### config.mk
export PLATFORM = sky130hd
export DESIGN_NAME = lightweight_block_cipher_32
export DESIGN_NICKNAME = d
export VERILOG_FILES = /design/src/hdl/lbc32_pkg.sv /design/src/hdl/lightweight_block_cipher_32.sv /design/src/hdl/lbc32_round_stage.sv
export SDC_FILE = /design/constraint.sdc
export NUM_CORES = 2
export LEC_CHECK = 0
export BUFFER_PORTS_ARGS = -buffer_cell sky130_fd_sc_hd__buf_2
export CAP_MARGIN = 0
export CELL_PAD_IN_SITES_DETAIL_PLACEMENT = 1
export CELL_PAD_IN_SITES_GLOBAL_PLACEMENT = 2
export CORE_UTILIZATION = 45
export CTS_BUF_LIST = sky130_fd_sc_hd__clkbuf_2
export CTS_CLUSTER_SIZE = 25
export DETAILED_ROUTE_END_ITERATION = 8
export PLACE_DENSITY = 0.87
export SYNTH_ARGS = -nofsm -noshare
export SYNTH_HDL_FRONTEND = slang
export SYNTH_SLANG_ARGS = --single-unit
export TNS_END_PERCENT = 10
### constraint.sdc
create_clock -name clk -period 3.78 [get_ports clk]
set_input_delay 0.189 -clock clk [delete_from_list [all_inputs] [get_ports clk]]
set_output_delay 0.189 -clock clk [all_outputs]
set_load 0.02 [all_outputs]
### src/hdl/lbc32_pkg.sv
// ============================================================================
// lbc32_pkg
// Shared widths, register codes and round functions of the 32-bit cipher.
// ============================================================================
package lbc32_pkg;

  localparam int unsigned BLOCK_W        = 32;
  localparam int unsigned KEY_W          = 64;
  localparam int unsigned RC_W           = 5;
  localparam int unsigned PADDR_W        = 4;
  localparam int unsigned PDATA_W        = 64;
  localparam int unsigned ROUND_COUNT_DEF = 16;

  // Register index, taken from the address bits above the 8-byte offset.
  typedef enum logic {
    REG_MASTER_KEY = 1'b0
  } reg_idx_t;

  typedef logic [BLOCK_W-1:0] block_t;
  typedef logic [KEY_W-1:0]   key_t;
  typedef logic [7:0]         byte_t;

  function automatic byte_t lbc32_rol1(input byte_t x);
    return {x[6:0], x[7]};
  endfunction

  function automatic byte_t lbc32_rol2(input byte_t x);
    return {x[5:0], x[7:6]};
  endfunction

  function automatic byte_t lbc32_rol7(input byte_t x);
    return {x[0], x[7:1]};
  endfunction

  function automatic byte_t lbc32_mixf(input byte_t x);
    return (lbc32_rol1(x) & lbc32_rol7(x)) ^ lbc32_rol2(x);
  endfunction

  // One step of the key schedule for round number rc.
  function automatic key_t lbc32_next_key(input key_t k, input logic [RC_W-1:0] rc);
    key_t       kx;
    key_t       kn;
    logic [7:0] b;
    logic [7:0] t;
    kx    = k ^ {{(KEY_W-RC_W-3){1'b0}}, rc, 3'b000};
    b     = kx[63:56];
    t[0]  = b[0] ^ b[6];
    t[1]  = b[1] ^ b[7];
    for (int i = 2; i < 8; i++) begin
      t[i] = b[i] ^ t[i-2];
    end
    kn = {b & t, kx[55:0]};
    return {kn[15:0], kn[55:40], kn[39:28], kn[63:60], kn[27:16], kn[59:56]};
  endfunction

  // One round of the data path under the already updated round key.
  function automatic block_t lbc32_round(input block_t v, input key_t k);
    byte_t l0;
    byte_t l1;
    byte_t r0;
    byte_t r1;
    byte_t s0;
    byte_t s1;
    byte_t b1;
    byte_t b3;
    l0 = v[7:0];
    l1 = v[15:8];
    r0 = v[23:16];
    r1 = v[31:24];
    s0 = lbc32_mixf(l0) ^ l1 ^ {k[11:8], k[3:0]};
    s1 = lbc32_mixf(r0) ^ r1 ^ {k[15:12], k[7:4]};
    b1 = lbc32_rol1(lbc32_mixf(s0) ^ l0 ^ {k[27:24], k[19:16]});
    b3 = lbc32_rol7(lbc32_mixf(s1) ^ r0 ^ {k[31:28], k[23:20]});
    return {b3, s0, b1, s1};
  endfunction

endpackage

### src/hdl/lightweight_block_cipher_32.sv
// ============================================================================
// lightweight_block_cipher_32
// Pipelined 32-bit block cipher with a 64-bit key, one round per stage.
// ============================================================================
// Usage: write the 64-bit master key through the configuration port (byte
// address 0) while no beat is in flight, then stream plaintext beats on the
// in_ channel. Each plaintext beat produces exactly one ciphertext beat on the
// out_ channel, in order. A beat is taken at a rising edge where valid is high
// and stall is low.
// A beat accepted at one edge passes through the ROUND_COUNT stage registers
// in order before it shows on out_valid. Each of the ROUND_COUNT stages holds
// one round. Throughput is one beat per cycle while out_stall does not hold
// the pipeline, set by the combinational round logic in each stage.
// The round keys come from a free-running register chain fed by the master
// key, so stage r always sees round key r. A key write reaches the first round
// key at the same edge and each later round key in the cycle after the one
// before it, so the chain stays ahead of any beat accepted after the write.
// Reset (synchronous, active low) clears the master key and every stage's
// valid bit and holds in_stall high. When the receiver stalls a valid result,
// the whole pipeline holds and in_stall is raised; nothing is dropped.
// ============================================================================
module lightweight_block_cipher_32 #(
  parameter int unsigned ROUND_COUNT = lbc32_pkg::ROUND_COUNT_DEF
) (
  input  logic                          clk,
  input  logic                          rst_n,
  // plaintext channel
  input  logic                          in_valid,
  output logic                          in_stall,
  input  logic [lbc32_pkg::BLOCK_W-1:0] in_plaintext,
  // ciphertext channel
  output logic                          out_valid,
  input  logic                          out_stall,
  output logic [lbc32_pkg::BLOCK_W-1:0] out_ciphertext,
  // configuration port
  input  logic                          cfg_psel,
  input  logic                          cfg_penable,
  input  logic                          cfg_pwrite,
  input  logic [lbc32_pkg::PADDR_W-1:0] cfg_paddr,
  input  logic [lbc32_pkg::PDATA_W-1:0] cfg_pwdata,
  output logic [lbc32_pkg::PDATA_W-1:0] cfg_prdata,
  output logic                          cfg_pready
);
  import lbc32_pkg::*;

  localparam int unsigned LAST = ROUND_COUNT - 1;

  key_t     master_key_r;
  key_t     master_key_nxt;
  key_t     round_key_r [ROUND_COUNT];
  logic     stage_valid [ROUND_COUNT+1];
  block_t   stage_block [ROUND_COUNT+1];
  logic     advance;
  logic     cfg_write;
  reg_idx_t cfg_idx;

  // --------------------------------------------------------------------------
  // Configuration port. The register index sits above the 8-byte offset; the
  // offset bits are ignored.
  // --------------------------------------------------------------------------
  assign cfg_pready = 1'b1;
  assign cfg_write  = cfg_psel && cfg_penable && cfg_pwrite && cfg_pready;
  assign cfg_idx    = reg_idx_t'(cfg_paddr[PADDR_W-1]);

  // The next master key also feeds the first round key, so both change at the
  // same edge.
  always_comb begin
    master_key_nxt = master_key_r;
    if (!rst_n) begin
      master_key_nxt = '0;
    end else if (cfg_write) begin
      case (cfg_idx)
        REG_MASTER_KEY: master_key_nxt = cfg_pwdata;
        default:        master_key_nxt = master_key_r;
      endcase
    end
  end

  always_ff @(posedge clk) begin
    if (!rst_n) begin
      master_key_r <= '0;
    end else begin
      master_key_r <= master_key_nxt;
    end
  end

  always_comb begin
    case (cfg_idx)
      REG_MASTER_KEY: cfg_prdata = master_key_r;
      default:        cfg_prdata = '0;
    endcase
  end

  // --------------------------------------------------------------------------
  // Key schedule. Entry r holds the key for round r+1. It does not depend on
  // the data path, so it runs freely and needs no stall control. Entry r
  // settles once the change has passed down entries 0 to r of the chain, in
  // time for a beat accepted right after the key change to reach stage r.
  // --------------------------------------------------------------------------
  always_ff @(posedge clk) begin
    round_key_r[0] <= lbc32_next_key(master_key_nxt, RC_W'(1));
  end

  for (genvar g = 1; g < ROUND_COUNT; g++) begin : g_key
    always_ff @(posedge clk) begin
      round_key_r[g] <= lbc32_next_key(round_key_r[g-1], RC_W'(g + 1));
    end
  end

  // --------------------------------------------------------------------------
  // Data pipeline. All stages move together; they hold only while the last
  // stage carries a result that the receiver stalls. No beat is taken during
  // reset.
  // --------------------------------------------------------------------------
  assign advance  = !(stage_valid[ROUND_COUNT] && out_stall);
  assign in_stall = !advance || !rst_n;

  assign stage_valid[0] = in_valid;
  assign stage_block[0] = in_plaintext;

  for (genvar g = 0; g < ROUND_COUNT; g++) begin : g_round
    lbc32_round_stage u_stage (
      .clk       (clk),
      .rst_n     (rst_n),
      .advance   (advance),
      .in_valid  (stage_valid[g]),
      .in_block  (stage_block[g]),
      .round_key (round_key_r[g]),
      .out_valid (stage_valid[g+1]),
      .out_block (stage_block[g+1])
    );
  end

  assign out_valid      = stage_valid[ROUND_COUNT];
  assign out_ciphertext = stage_block[ROUND_COUNT];

`ifndef NO_ASSERTIONS
  // The first round key always follows the current master key.
  a_key_first: assert property (@(posedge clk) disable iff (!rst_n)
    round_key_r[0] == lbc32_next_key(master_key_r, RC_W'(1)))
    else $error("first round key does not follow the master key");

  // While a beat waits for the last round, its key follows its predecessor.
  a_key_last: assert property (@(posedge clk) disable iff (!rst_n)
    ((ROUND_COUNT > 1) && stage_valid[LAST]) |-> round_key_r[LAST] ==
      lbc32_next_key($past(round_key_r[(LAST > 0) ? LAST - 1 : 0]), RC_W'(ROUND_COUNT)))
    else $error("last round key breaks the schedule chain");

  // An accepted plaintext beat occupies the first stage on the next cycle.
  a_enter: assert property (@(posedge clk) disable iff (!rst_n)
    (in_valid && !in_stall) |=> stage_valid[1])
    else $error("accepted beat missing from the first stage");

  // A stalled result freezes the first stage as well.
  a_hold: assert property (@(posedge clk) disable iff (!rst_n)
    (out_valid && out_stall) |=> $stable(stage_valid[1]) && $stable(stage_block[1]))
    else $error("pipeline moved while the output was stalled");
`endif

endmodule

### src/hdl/lbc32_round_stage.sv
// ============================================================================
// lbc32_round_stage
// One pipeline stage: applies a single cipher round and registers the beat.
// ============================================================================
module lbc32_round_stage (
  input  logic                   clk,
  input  logic                   rst_n,
  input  logic                   advance,
  input  logic                   in_valid,
  input  lbc32_pkg::block_t      in_block,
  input  lbc32_pkg::key_t        round_key,
  output logic                   out_valid,
  output lbc32_pkg::block_t      out_block
);
  import lbc32_pkg::*;

  logic   valid_r;
  block_t block_r;
  block_t block_nxt;

  assign block_nxt = lbc32_round(in_block, round_key);

  always_ff @(posedge clk) begin
    if (!rst_n) begin
      valid_r <= 1'b0;
    end else if (advance) begin
      valid_r <= in_valid;
    end
  end

  always_ff @(posedge clk) begin
    if (advance && in_valid) begin
      block_r <= block_nxt;
    end
  end

  assign out_valid = valid_r;
  assign out_block = block_r;

endmodule
==> impl_results.md <==
* Status: finished, final reports clean
* Setup TNS at 0 ns
* Critical Path RT at 5.42 ns
* MaxCap Viol Count at 0
* Die area at 140,000 um2
* Num CTS Buffers at 394
* Main synth FF type: dfxtp_1
* First-pass GRT wire length at 248 mm
* Post-Route Utilization at 52.7%
* FF+latch area at 36,400 um2
* Yosys warns at 0
* Kind of end point of the critical path: register
* Post-Syn Instances at 4,333
* Fin crit period at 3.36 ns
* First-iteration detailed-routing DRC count at 1,668
* Arrival time at the worst endpoint at 5.00 ns
* Vias/cell at 4.74
* Worst Max-Slew Pin Slew at 1.15 ns
* Part of the cycle the worst path needs at 89.0%
* # setup viols final at 0
* Resize count post-CTS at 0
* Synth area leaders: dfxtp_1 34%, edfxtp_1 25%, xnor3_1 9.1%, xor2_1 8.9%, xnor2_1 8.1%
* Clock-pin slew on the worst setup and hold paths at 0.11 ns
* Nets at 5,426
* Total Routing Usage GR at 24.3%
* Layout cell share with drive strength beyond 1 at 20.1%
* Skew final at 0.196 ns
* Dpl cell area at 65,800 um2
* Avg Inst Size Synth at 14.4 um2
* Initial core utilization at 45.4%
* RSZ-0062 raised after global routing: false
* Area grow syn2layout at 16.0%
* Antenna violations before repair at 7
* Number of synthesized flops with an enable pin at 512
* CTS Sinks at 1,560
* Fill cell count at 13,811
* Max Slew Vio Count at 0
* GRT overflow at 0
* Share of the synthesized area in the top cell type at 33.6%
* Ports at 206
* Hold Slack at 0.232 ns
* Multi-input gate area at 25,800 um2
* Worst vdd ir at 0.300 mV
* Yosys cell types at 25
* Post-CTS setup buffers at 0
* Number of synthesized register bits at 1,560
* Drt pass-1 iters at 5
* LEAKAGE at 29.9 nW
* Slew HR at 23.3%
* Via count at 34,778
* Routed wire length at 170 mm
* Vias in the first global route at 39,119
* Die W at 375 um
* Core Footprint at 138,000 um2
* DP HPWL at 124 mm
* Die Y-Extent at 375 um
* Port Buf Inserts at 201
* CTS tree: yes
* Setup CP Type: input pin to register
* DR WL/cell at 23.1 um
* CTS root buffer: clkbuf_2
* DRC at 0
* Area leader, netlist: dfxtp_1
* Post-route antenna net violation count at 0
* GP Congestion at 0.885
* Final hold vios at 0
* Most frequent cell after synthesis: dfxtp_1
* Largest net degree at the start of global routing at 91
* Post-synthesis cell area at 62,500 um2
* Min-Delay Path Class: register to register
* CP max FO at 45
* Achievable frequency at 297 MHz
* Row Count at 136
* Longest Clk Path Bufs at 4
* Post-synth ARST share at 0%
* Startpoint Class: input pin
* Synth top cells by count: 1,048 x dfxtp_1, 636 x xor2_1, 577 x xnor2_1, 512 x edfxtp_1, 392 x nand2_1
* Final instance area at 72,500 um2
* Syn_nets at 4,536
* Seq/Total Area, Yosys at 58.2%
* Skew-Pair Late Insertion Delay at 1.80 ns
* Pwr dens at 472 nW/um2
* CTS H-tree lvls at 5
[through the flow]
| step | total power, W | std cells | setup WS, ns |
|---|---|---|---|
| final | 0.0342 | 7336 | 0.417 |
| after global routing | 0.0357 | 7335 | 0.388 |
| after CTS | 0.0344 | 7326 | 0.142 |
| after detailed placement | 0.0227 | 6308 | 1.28 |
| after floorplan | 0.0216 | 4333 | 1.16 |
| after global placement | 0.0226 | 6308 | 1.30 |
[cells in the final DEF (no fill, tap or decap), drive strengths merged]
cell type	synthesis	routed
a21boi	125	125
a21oi	1	1
and2	300	300
and3	15	15
and4b	1	1
buf	16	224
bufinv	0	5
clkbuf	25	600
clkinv	0	94
clkinvlp	0	1
conb	1	1
dfxtp	1048	1048
diode	0	11
dlygate4sd3	0	311
edfxtp	512	512
ha	96	96
inv	57	61
nand2	392	392
nand4b	1	1
nor2b	64	64
o21a	15	15
xnor2	772	772
xnor3	252	252
xor2	636	636
xor3	4	4
[sequential cells by signal, summed over array words and instances (netlist names)]
register	count
master_key_r	64
g_round.u_stage.out_valid	16
round_key_r	968
g_round.u_stage.out_block	512
[metal layers]
metal  vias up  routed length, um  global-route usage [%]
met4         0               9840                    14.2
met3       392               6150                    4.52
met2       944              93700                    46.6
met5         -                  0                       0
met1     17175              60000                    24.1
li1      16267                  -                       -
[layout make-up]
class / instances / share of cell area, %
flip-flops and latches: 1560 / 50.1
multi-input cells: 2675 / 35.6
well taps: 1794 / 3.10
clock buffers: 600 / 4.14
inverters: 57 / 0.295
clock inverters: 104 / 0.770
repair buffers: 535 / 5.97
diodes: 11 / 0.0380
[where the power goes]
group          switching, W  internal, W
sequential         0.000440       0.0181
combinational       0.00216      0.00215
clock               0.00685      0.00455
total               0.00945       0.0248
[final timing paths]
kind / startpoint / slack (ns) / to / cells past startpoint
setup / recovery: cfg_penable / 0.42 / round_key_r[0][33]$_DFF_P_ / 10
hold / removal: round_key_r[1][117]$_DFF_P_ / 0.23 / round_key_r[1][173]$_DFF_P_ / 0
setup reg to reg: round_key_r[0][9]$_DFF_P_ / 0.93 / g_round[0].u_stage.out_block[13]$_DFFE_PP_ / 6
hold reg to reg: round_key_r[1][117]$_DFF_P_ / 0.23 / round_key_r[1][173]$_DFF_P_ / 0
[worst max-delay path, stage by stage]
cell and delay [ns]:
dlygate4sd3_1 0.54, buf_2 0.10, dlygate4sd3_1 0.56, and4b_2 0.23, dlygate4sd3_1 1.16, buf_4 0.61
nand2_1 0.12, dlygate4sd3_1 0.60, a21boi_0 0.21, dlygate4sd3_1 0.61
[cell families (layout without fill, tap and decap cells)]
logic type / Yosys count / after routing / synth area share [%]
AO/OA/AOI/OAI: 141 / 141 / 1.69
XOR/XNOR: 1664 / 1664 / 31.3
adder cells (fa/ha/maj): 96 / 96 / 1.92
buffers and inverters: 98 / 1296 / 0.623
flip-flops: 1560 / 1560 / 58.2
other: 1 / 12 / 0.00600
AND/OR/NAND/NOR: 773 / 773 / 6.30
[repair_timing]
action,4_1_cts,5_1_grt
hold endpoints to repair,612,0
setup endpoints to repair,0,7
hold buffers,314,0
(Power assumes the default switching activity.)
